$ cat src/sv/prisched_pkg.sv
// prisched_pkg: request/response payload types, request codes and fsm states
// for the priority scheduler block. no dependencies.
package prisched_pkg;

	// payload field widths fixed by the interface
	localparam int unsigned PRIO_IN_W  = 5;
	localparam int unsigned TICKS_W    = 16;
	localparam int unsigned PRIO_OUT_W = 6;
	localparam int unsigned MASK_W     = 32;

	// request codes
	typedef enum logic [1:0] {
		REQ_READY = 2'd0,
		REQ_DELAY = 2'd1,
		REQ_TICK  = 2'd2,
		REQ_SCHED = 2'd3
	} req_kind_t;

	// request transaction payload
	typedef struct packed {
		req_kind_t            req_type;
		logic [PRIO_IN_W-1:0] task_prio;
		logic [TICKS_W-1:0]   delay_ticks;
	} sched_req_t;

	// response transaction payload
	typedef struct packed {
		logic [PRIO_OUT_W-1:0] next_prio;
		logic [PRIO_OUT_W-1:0] current_prio;
		logic                  switch_needed;
		logic [MASK_W-1:0]     ready_mask;
	} sched_rsp_t;

	// control states
	typedef enum logic [1:0] {
		ST_IDLE,
		ST_WALK,
		ST_FLUSH,
		ST_DONE
	} sched_state_t;

endpackage

$ cat src/sv/priority_task_scheduler_with_delays_top.sv
// priority_task_scheduler_with_delays_top: ready bitmap scheduler with a
// delay counter memory and a two-entry response queue. uses prisched_pkg.

// Bitmap priority scheduler. One response per request. Make-ready, delay and
// schedule requests finish in the cycle they are accepted. A tick walks the
// delay counter memory (one read port, one write port) one entry per cycle,
// so the block takes no new request until the walk and its flush and done
// states are over. Lower numbers are more urgent; priority 0 is never marked
// ready; next_prio of MAX_TASKS means no task is ready. Counter entries carry
// valid bits cleared by reset, so no clearing pass is needed. A response may
// sit stalled at the output while the next request is accepted.
module priority_task_scheduler_with_delays_top #(
	parameter int unsigned MAX_TASKS  = 32,
	parameter int unsigned DELAY_BITS = 16
) (
	input  logic                     clk,
	input  logic                     arst_n,
	input  logic                     req_valid,
	output logic                     req_stall,
	input  prisched_pkg::sched_req_t req,
	output logic                     rsp_valid,
	input  logic                     rsp_stall,
	output prisched_pkg::sched_rsp_t rsp
);

	localparam int unsigned IDX_W  = $clog2(MAX_TASKS);
	localparam int unsigned PRIO_W = $clog2(MAX_TASKS + 1);
	localparam logic [IDX_W-1:0]  LAST_IDX = IDX_W'(MAX_TASKS - 1);
	localparam logic [PRIO_W-1:0] NO_PRIO  = PRIO_W'(MAX_TASKS);
	localparam logic [prisched_pkg::PRIO_IN_W:0] PRIO_IN_CMP =
		(prisched_pkg::PRIO_IN_W + 1)'(MAX_TASKS);

	// architectural state
	prisched_pkg::sched_state_t state_q, state_d;
	logic [MAX_TASKS-1:0] ready_q, ready_d;
	logic [PRIO_W-1:0]    running_q, running_d;
	logic [PRIO_W-1:0]    best_q, best_d;

	// delay counter memory and its valid bits
	logic [DELAY_BITS-1:0] cnt_mem [MAX_TASKS];
	logic [MAX_TASKS-1:0]  cnt_vld_q;
	logic                  wr_en;
	logic [IDX_W-1:0]      wr_idx;
	logic [DELAY_BITS-1:0] wr_data;

	// tick walk pipeline
	logic                  rd_en;
	logic [IDX_W-1:0]      rd_cnt_q;
	logic                  tick_vld_s1;
	logic [IDX_W-1:0]      idx_s1;
	logic [DELAY_BITS-1:0] cnt_rd_s1;
	logic                  cnt_vld_s1;
	logic [DELAY_BITS-1:0] cnt_cur;

	// request decode
	logic                  accept;
	logic                  prio_ok;
	logic                  run_ok;
	logic [DELAY_BITS-1:0] ticks_sat;
	logic [MAX_TASKS-1:0]  dly_mask;
	logic [MAX_TASKS-1:0]  pick_src;
	logic [PRIO_W-1:0]     pick;
	logic                  sw;

	// response queue
	logic                     res_en;
	prisched_pkg::sched_rsp_t res_d;
	prisched_pkg::sched_rsp_t out_q, skid_q;
	logic                     out_vld_q, skid_vld_q;
	logic                     take, out_load_new, out_load_skid, skid_load;

	assign req_stall = !(state_q == prisched_pkg::ST_IDLE && !skid_vld_q);
	assign accept    = req_valid && !req_stall;
	assign rsp_valid = out_vld_q;
	assign rsp       = out_q;

	// next state
	always_comb begin
		state_d = state_q;
		unique case (state_q)
			prisched_pkg::ST_IDLE: begin
				if (accept && req.req_type == prisched_pkg::REQ_TICK) begin
					state_d = prisched_pkg::ST_WALK;
				end
			end
			prisched_pkg::ST_WALK: begin
				if (rd_cnt_q == LAST_IDX) begin
					state_d = prisched_pkg::ST_FLUSH;
				end
			end
			prisched_pkg::ST_FLUSH: state_d = prisched_pkg::ST_DONE;
			prisched_pkg::ST_DONE:  state_d = prisched_pkg::ST_IDLE;
			default:                state_d = prisched_pkg::ST_IDLE;
		endcase
	end

	// fsm outputs
	always_comb begin
		rd_en  = (state_q == prisched_pkg::ST_WALK);
		res_en = (state_q == prisched_pkg::ST_DONE) ||
			(accept && req.req_type != prisched_pkg::REQ_TICK);
	end

	// request qualifiers
	always_comb begin
		prio_ok = (req.task_prio != '0) &&
			({1'b0, req.task_prio} < PRIO_IN_CMP);
		run_ok = (running_q < NO_PRIO);
		if ((DELAY_BITS < prisched_pkg::TICKS_W) &&
				((req.delay_ticks >> DELAY_BITS) != '0)) begin
			ticks_sat = '1;
		end else begin
			ticks_sat = DELAY_BITS'(req.delay_ticks);
		end
		dly_mask = '0;
		if (req.req_type == prisched_pkg::REQ_DELAY && run_ok) begin
			dly_mask[running_q[IDX_W-1:0]] = 1'b1;
		end
		pick_src = ready_q & ~dly_mask;
	end

	// lowest-numbered ready priority
	always_comb begin
		pick = NO_PRIO;
		for (int i = MAX_TASKS - 1; i >= 0; i--) begin
			if (pick_src[i]) begin
				pick = PRIO_W'(i);
			end
		end
	end

	// counter value seen by the walk, unwritten entries read as zero
	assign cnt_cur = cnt_vld_s1 ? cnt_rd_s1 : '0;

	// state update and memory write
	always_comb begin
		ready_d   = ready_q;
		running_d = running_q;
		best_d    = best_q;
		sw        = 1'b0;
		wr_en     = 1'b0;
		wr_idx    = running_q[IDX_W-1:0];
		wr_data   = ticks_sat;
		if (accept) begin
			unique case (req.req_type)
				prisched_pkg::REQ_READY: begin
					if (prio_ok) begin
						ready_d[req.task_prio[IDX_W-1:0]] = 1'b1;
					end
				end
				prisched_pkg::REQ_DELAY: begin
					if (req.delay_ticks != '0) begin
						ready_d   = pick_src;
						wr_en     = run_ok;
						best_d    = pick;
						running_d = pick;
						sw        = (pick != running_q);
					end
				end
				prisched_pkg::REQ_TICK: begin
				end
				prisched_pkg::REQ_SCHED: begin
					best_d    = pick;
					running_d = pick;
					sw        = (pick != running_q);
				end
				default: begin
				end
			endcase
		end
		// tick write-back of the entry read last cycle
		if (tick_vld_s1 && cnt_cur != '0) begin
			wr_en   = 1'b1;
			wr_idx  = idx_s1;
			wr_data = cnt_cur - 1'b1;
			if (cnt_cur == DELAY_BITS'(1) && idx_s1 != '0) begin
				ready_d[idx_s1] = 1'b1;
			end
		end
	end

	// response built from the updated state
	always_comb begin
		res_d.next_prio     = prisched_pkg::PRIO_OUT_W'(best_d);
		res_d.current_prio  = prisched_pkg::PRIO_OUT_W'(running_d);
		res_d.switch_needed = sw;
		res_d.ready_mask    = prisched_pkg::MASK_W'(ready_d);
	end

	// control and state registers
	always_ff @(posedge clk or negedge arst_n) begin
		if (!arst_n) begin
			state_q     <= prisched_pkg::ST_IDLE;
			ready_q     <= '0;
			running_q   <= '0;
			best_q      <= '0;
			cnt_vld_q   <= '0;
			rd_cnt_q    <= '0;
			tick_vld_s1 <= 1'b0;
		end else begin
			state_q     <= state_d;
			ready_q     <= ready_d;
			running_q   <= running_d;
			best_q      <= best_d;
			tick_vld_s1 <= rd_en;
			if (wr_en) begin
				cnt_vld_q[wr_idx] <= 1'b1;
			end
			if (state_q == prisched_pkg::ST_IDLE) begin
				rd_cnt_q <= '0;
			end else if (rd_en) begin
				rd_cnt_q <= rd_cnt_q + 1'b1;
			end
		end
	end

	// counter memory, registered read
	always_ff @(posedge clk) begin
		if (wr_en) begin
			cnt_mem[wr_idx] <= wr_data;
		end
		if (rd_en) begin
			cnt_rd_s1  <= cnt_mem[rd_cnt_q];
			cnt_vld_s1 <= cnt_vld_q[rd_cnt_q];
			idx_s1     <= rd_cnt_q;
		end
	end

	// response queue steering
	always_comb begin
		take          = out_vld_q && !rsp_stall;
		out_load_skid = take && skid_vld_q;
		out_load_new  = res_en && (!out_vld_q || take) && !skid_vld_q;
		skid_load     = res_en && !out_load_new;
	end

	always_ff @(posedge clk or negedge arst_n) begin
		if (!arst_n) begin
			out_vld_q  <= 1'b0;
			skid_vld_q <= 1'b0;
		end else begin
			out_vld_q  <= out_load_new || out_load_skid || (out_vld_q && !take);
			skid_vld_q <= skid_load || (skid_vld_q && !take);
		end
	end

	always_ff @(posedge clk) begin
		if (out_load_skid) begin
			out_q <= skid_q;
		end else if (out_load_new) begin
			out_q <= res_d;
		end
		if (skid_load) begin
			skid_q <= res_d;
		end
	end

endmodule

$ cat config.mk
export PLATFORM = sky130hd
export DESIGN_NAME = priority_task_scheduler_with_delays_top
export DESIGN_NICKNAME = d
export VERILOG_FILES = /design/src/sv/prisched_pkg.sv /design/src/sv/priority_task_scheduler_with_delays_top.sv
export SDC_FILE = /design/constraint.sdc
export NUM_CORES = 1
export LEC_CHECK = 0
export ABC_AREA = 1
export BUFFER_PORTS_ARGS = -buffer_cell sky130_fd_sc_hd__buf_2
export CORE_UTILIZATION = 67
export DETAILED_ROUTE_END_ITERATION = 16
export GPL_TIMING_DRIVEN = 0
export PLACE_DENSITY = 0.82
export REMOVE_ABC_BUFFERS = 1
export SETUP_SLACK_MARGIN = 0.2
export SYNTH_ARGS = -nofsm -noshare
export SYNTH_HDL_FRONTEND = slang
export SYNTH_SLANG_ARGS = --single-unit
export TNS_END_PERCENT = 5
$ cat constraint.sdc
create_clock -name clk -period 8.9 [get_ports clk]
set_clock_uncertainty 0.05 [all_clocks]
set_input_delay 0.89 -clock clk [delete_from_list [all_inputs] [get_ports clk]]
set_output_delay 0.89 -clock clk [all_outputs]
set_load 0.02 [all_outputs]
======== Word level (Yosys, flattened, before mapping) ========
Memory sizes are Yosys's and may differ from the RTL's. A register that Yosys moved wholly into a read port is not among the register bits.
Cells that the tools add are included.
word-level totals
  register bits ........................... 182
  latch bits .............................. 0
  memory bits (writable) .................. 512
  memories ................................ 1
  memory bits (read-only) ................. 0
  output and inout bits ................... 47
memory list
  name     words  width  rd ports  clocked after Yosys merged registers in  write ports  RTL line                                       source
  cnt_mem  32     16     1         1                                        1            priority_task_scheduler_with_delays_top.sv:40  logic [DELAY_BITS-1:0] cnt_mem [MAX_TASKS];
operators by class
  $add $sub $neg .......................... 2
  magnitude comparators ................... 10
  mux-type cells .......................... 74
  equality and inequality tests ........... 12
  shift-type cells ........................ 0
  multipliers ............................. 0
  bitwise operators ....................... 5
  reduce and logical (&&, ||, !) cells .... 38
  div/mod/pow operators ................... 0
operator list
  kind                                                               number
  two-way mux 6 bit                                                  36
  two-way mux 32 bit                                                 6
  OR 32 bit                                                          3
  two-way mux 45 bit                                                 2
  one-hot mux 32 bit (2 select lines)                                1
  AND 32 bit                                                         1
  two-way mux 16 bit                                                 2
  inverter 32 bit                                                    1
  nonzero test 16 bit                                                2
  less-than comparator 5 x 6 -> 1 bit, second input constant         5
  one-hot mux 6 bit (2 select lines)                                 2
  demux 1 bit (select 5 bit)                                         4
  greater-or-equal comparator 5 x 1 -> 1 bit, second input constant  4
  logical AND 1 bit                                                  18
  equality test 16 x 1 -> 1 bit, second input constant               1
  subtractor 16 x 1 -> 16 bit, second input constant                 1
  two-way mux 5 bit                                                  3
  two-way mux 1 bit                                                  13
  nonzero test 5 bit                                                 2
  equality test 2 bit, second input constant                         4
  one-hot mux 2 bit (4 select lines)                                 1
  zero test 1 bit                                                    6
  less-than comparator 6 bit, second input constant                  1
  != test 6 bit                                                      1
  12 further kinds                                                   21

======== Longest topological paths before layout ========
  depth in word-level cells ............... 45
  gate-level depth with buffers ........... 42
  gate-level depth less buffers ........... 41

======== Worst setup path after synthesis ========
No wires, ideal clock.
  path type ............................... register -> register
  from .................................... reg cnt_vld_s1
  to ...................................... mem cnt_mem[18][0], enable pin
  library setup time ...................... 388 ps
  arrival time ............................ 3,489 ps
  cell stages (with the launch flop) ...... 16
  path slack .............................. 4,973 ps
  cell sequence ........................... edfxtp_1 -> clkbuf_1 -> clkbuf_1 -> nand2_1 -> ha_1 -> inv_1 -> nor3_1 -> nand2_1 -> or2_2 -> nand2_1 -> inv_1 -> clkbuf_1 -> o21ai_0 -> nand3_1 -> clkbuf_1 -> nor2_1
on the way
  cells in the longest elaborated chain, start to end .. 6
RTL lines
  item                                     RTL line                                        source
  start, declared                          priority_task_scheduler_with_delays_top.sv:52   logic cnt_vld_s1;
  start signal, assigned                   priority_task_scheduler_with_delays_top.sv:224  cnt_vld_s1 <= cnt_vld_q[rd_cnt_q];
  two-way mux 16 bit (*)                   priority_task_scheduler_with_delays_top.sv:133  assign cnt_cur = cnt_vld_s1 ? cnt_rd_s1 : '0;
  nonzero test 16 bit (*)                  priority_task_scheduler_with_delays_top.sv:172  if (tick_vld_s1 && cnt_cur != '0) begin
  logical AND 1 bit (*)                    priority_task_scheduler_with_delays_top.sv:172
  two-way mux 1 bit                        priority_task_scheduler_with_delays_top.sv:172
  two-way mux 1 bit                        priority_task_scheduler_with_delays_top.sv:219  if (wr_en) begin
  two-way mux 1 bit (not written as such)  priority_task_scheduler_with_delays_top.sv:220  cnt_mem[wr_idx] <= wr_data;
  end, declared                            priority_task_scheduler_with_delays_top.sv:40
Every way passes the cells marked *; elsewhere a longest branch is shown, timed or not.

======== Final worst setup path ========
  from .................................... reg cnt_vld_s1
  to ...................................... mem cnt_mem[21][10], enable pin
Same word-level chain as after synthesis.

==> out/metrics.yaml <==
grt:
  grt_pass1_vias: 20743
  grt_start_max_net_pins: 178
  grt_util_all_layers: 0.362
  globalRoute.totalOverflow: 0
  grt_pass1_wl_um: 119000
  antenna_found_initial: 1
synthesis:
  post_synth_num_cell_types: 45
  postSynth.asyncResetShare: 0.121
  synthMostInstantiatedCell: "edfxtp_1"
  synth_enable_flop_cells: 624
  ys_ff_latch: 710
  ys.warnings.count: 0
  largest_area_contributor_in_the_synthesized_netlist: "edfxtp_1"
  synth_top_area_share: 0.634
  synth.top_cells.by_count: "edfxtp_1 (624), nand2_1 (410), nor2_1 (393)"
  netlist_top_cells_area: "edfxtp_1 (63%), dfrtp_1 (7.3%), o21ai_0 (6.3%)"
  synthesis.instances: 2577
  synthesis.area_per_instance_um2: 11.5
  synthesized_cell_area_mm2: 0.0295
  proportion_of_synthesized_chip_area_in_sequential_cells: 0.707
  synth_top_flop_cell: "edfxtp_1"
routing:
  viasPerCell: 6.46
  drt_pass1_iterations: 6
  routed-via-count: 21223
  detail_route.wl_per_cell_um: 24.0
  final_antenna_net_count: 0
  detail_route.drc_violations: 0
  drt_iter0_markers: 2974
  postRouteWirelength_um: 78900
final_layout:
  multi_input_area_mm2: 0.00778
  layout-drive-gt1-share: 0.119
  fill_cells: 2507
  nNetsFinal: 2678
  seq_area_mm2: 0.0209
  finish.instance_area_mm2: 0.0335
  antennaDiodeCount: 0
  areaGrowthSynthToFinish_pct: 13.5
  final_non_filler_cells: 3285
clock_tree:
  clock-root-buffer: "clkbuf_16"
  cts.reportedPaths.clkPinSlew_ns: 0.06
  worstSkewPairLatency_ns: 0.63
  number_of_h_tree_branching_levels: 3
  clockBufferDepth: 3
  cts_tree: "yes"
  numClockSinks: 710
  cts_hold_repair.buffers: 0
  cts_made_buffers: 69
  post_cts_resize_count: 0
  cts_setup_buffers: 0
critical_path:
  cp.required_ns: 9.17
  cp.arrival_ns: 6.98
  timing.setup.critical_path_class: "reg -> reg"
  worst_setup_path_end_kind: "register"
  start_kind: "register"
  crit_path_max_fanout: 29
pwr:
  design_power_uw: 10900
  cellLeakagePower_uw: 0.0118
  power_density_mw_per_mm2: 324
  ir_worst_vdd_v: 0.000298
sta:
  fmax_mhz: 149
  max_slew.worst_pin.slew_ns: 1.39
  rsz0062_at_grt: "false"
  hold_viol: 0
  final.setup.tns_ns: 0
  slew_viol_final: 0
  finalCritPeriodShare: 0.754
  min_clock_period_post_route_ns: 6.71
  maxSlewHeadroom: 0.0749
  setup_violations: 0
floorplanning:
  core.rowCount: 76
  die_w_um: 212
  die_height_um: 212
  core_mm2: 0.0433
  starting_density: 0.683
  design.portCount: 74
  fp.dieArea_mm2: 0.0449
placement:
  routability_driven_placement_congestion_ratio: 0.988
  post-place-cells: 3157
  place.port_buffers: 73
  placed_area_mm2: 0.0313
  detailed_place_hpwl_um: 50100
outcome:
  status: "finished clean"
flow_run:
  drv.max_cap_violation_count: 0
hold_path:
  worstHoldPathType: "in -> async"
==> state kept, by name, indices dropped and copies added (netlist names) <==
name and count:
rsp 45, state_q 2, skid_q 45, rd_cnt_q 5
ready_q 32, cnt_rd_s1 16, running_q 6, best_q 6
tick_vld_s1 1, cnt_vld_q 32, rsp_valid 1, skid_vld_q 1
cnt_mem 512, cnt_vld_s1 1, idx_s1 5
==> power breakdown <==
group | switching [uW] | internal, uW
registers | 245 | 4470
logic | 2450 | 861
clock network | 1230 | 1630
==> final cells by class <==
cell class              instances  share of cell area
flip-flops and latches        710               0.623
multi-input cells            1594               0.232
clock buffers                  92              0.0578
repair buffers                129              0.0408
well taps                     585              0.0218
inverters                     139              0.0160
clock inverters                36             0.00851
==> per-layer routing <==
metal	wire length, um	share of wire	global-route usage	vias up
met5	0	0	0	-
met4	3860	0.049	0.193	0
met3	8500	0.11	0.0663	239
met2	38400	0.49	0.592	1352
met1	28200	0.36	0.464	10247
li1	-	-	-	9385
==> path summary, 6_finish.rpt <==
path | startpoint | to | slack, ns | cells after the start
max in group asynchronous | arst_n | rd_cnt_q[1] | 7.92 | 2
min reg2reg | cnt_vld_q[17] | cnt_vld_q[17] | 0.41 | 2
min in group clk | cnt_vld_q[17] | cnt_vld_q[17] | 0.41 | 2
min | arst_n | ready_q[21] | 0.22 | 1
max reg2reg | cnt_vld_s1 | cnt_mem[21][10] | 2.19 | 14
max | cnt_vld_s1 | cnt_mem[21][10] | 2.19 | 14
==> placed cells by master, fill, tap and decap left out, types with 31 or more instances in the layout <==
cell / count
o22ai_1: 97
buf_2: 72
a21oi_1: 31
inv_1: 126
o21ai_0: 365
dfrtp_1: 83
nor2_1: 359
clkbuf_16: 73
edfxtp_1: 624
nand3_1: 71
o221ai_1: 50
nor2_2: 34
buf_8: 39
nand2_1: 408
==> kinds of logic after synthesis <==
logic type               after synthesis  share of synthesized area
adder cells (fa/ha/maj)                8                    0.00339
AND/OR/NAND/NOR                      955                      0.131
XOR/XNOR                              10                    0.00296
buffers and inverters                273                     0.0350
flip-flops                           710                      0.707
AO/OA/AOI/OAI                        621                      0.121
==> stage by stage <==
step	setup WS [ns]	hold WS (ns)	util
floorplan	0.258	0.377	-
global placement	-6.86	0.390	0.696
detailed placement	2.48	0.397	0.724
CTS	2.46	0.224	0.775
global route	1.96	0.252	0.775
finish	2.19	0.220	0.775
==> worst max-delay path, cell delays in order, from the launching register on <==
cell and delay [ns]:
edfxtp_1 0.70, nand2_1 0.30, ha_1 0.24, inv_1 0.08, nor3_1 0.41, nand2_1 0.14
or2_2 0.30, nand2_1 0.92, inv_1 0.79, nand2_1 0.29, o21ai_0 0.23, inv_1 0.17
nand3_1 0.67, nor2_2 0.83, buf_8 0.24
Power figures use the tool's default switching activity.
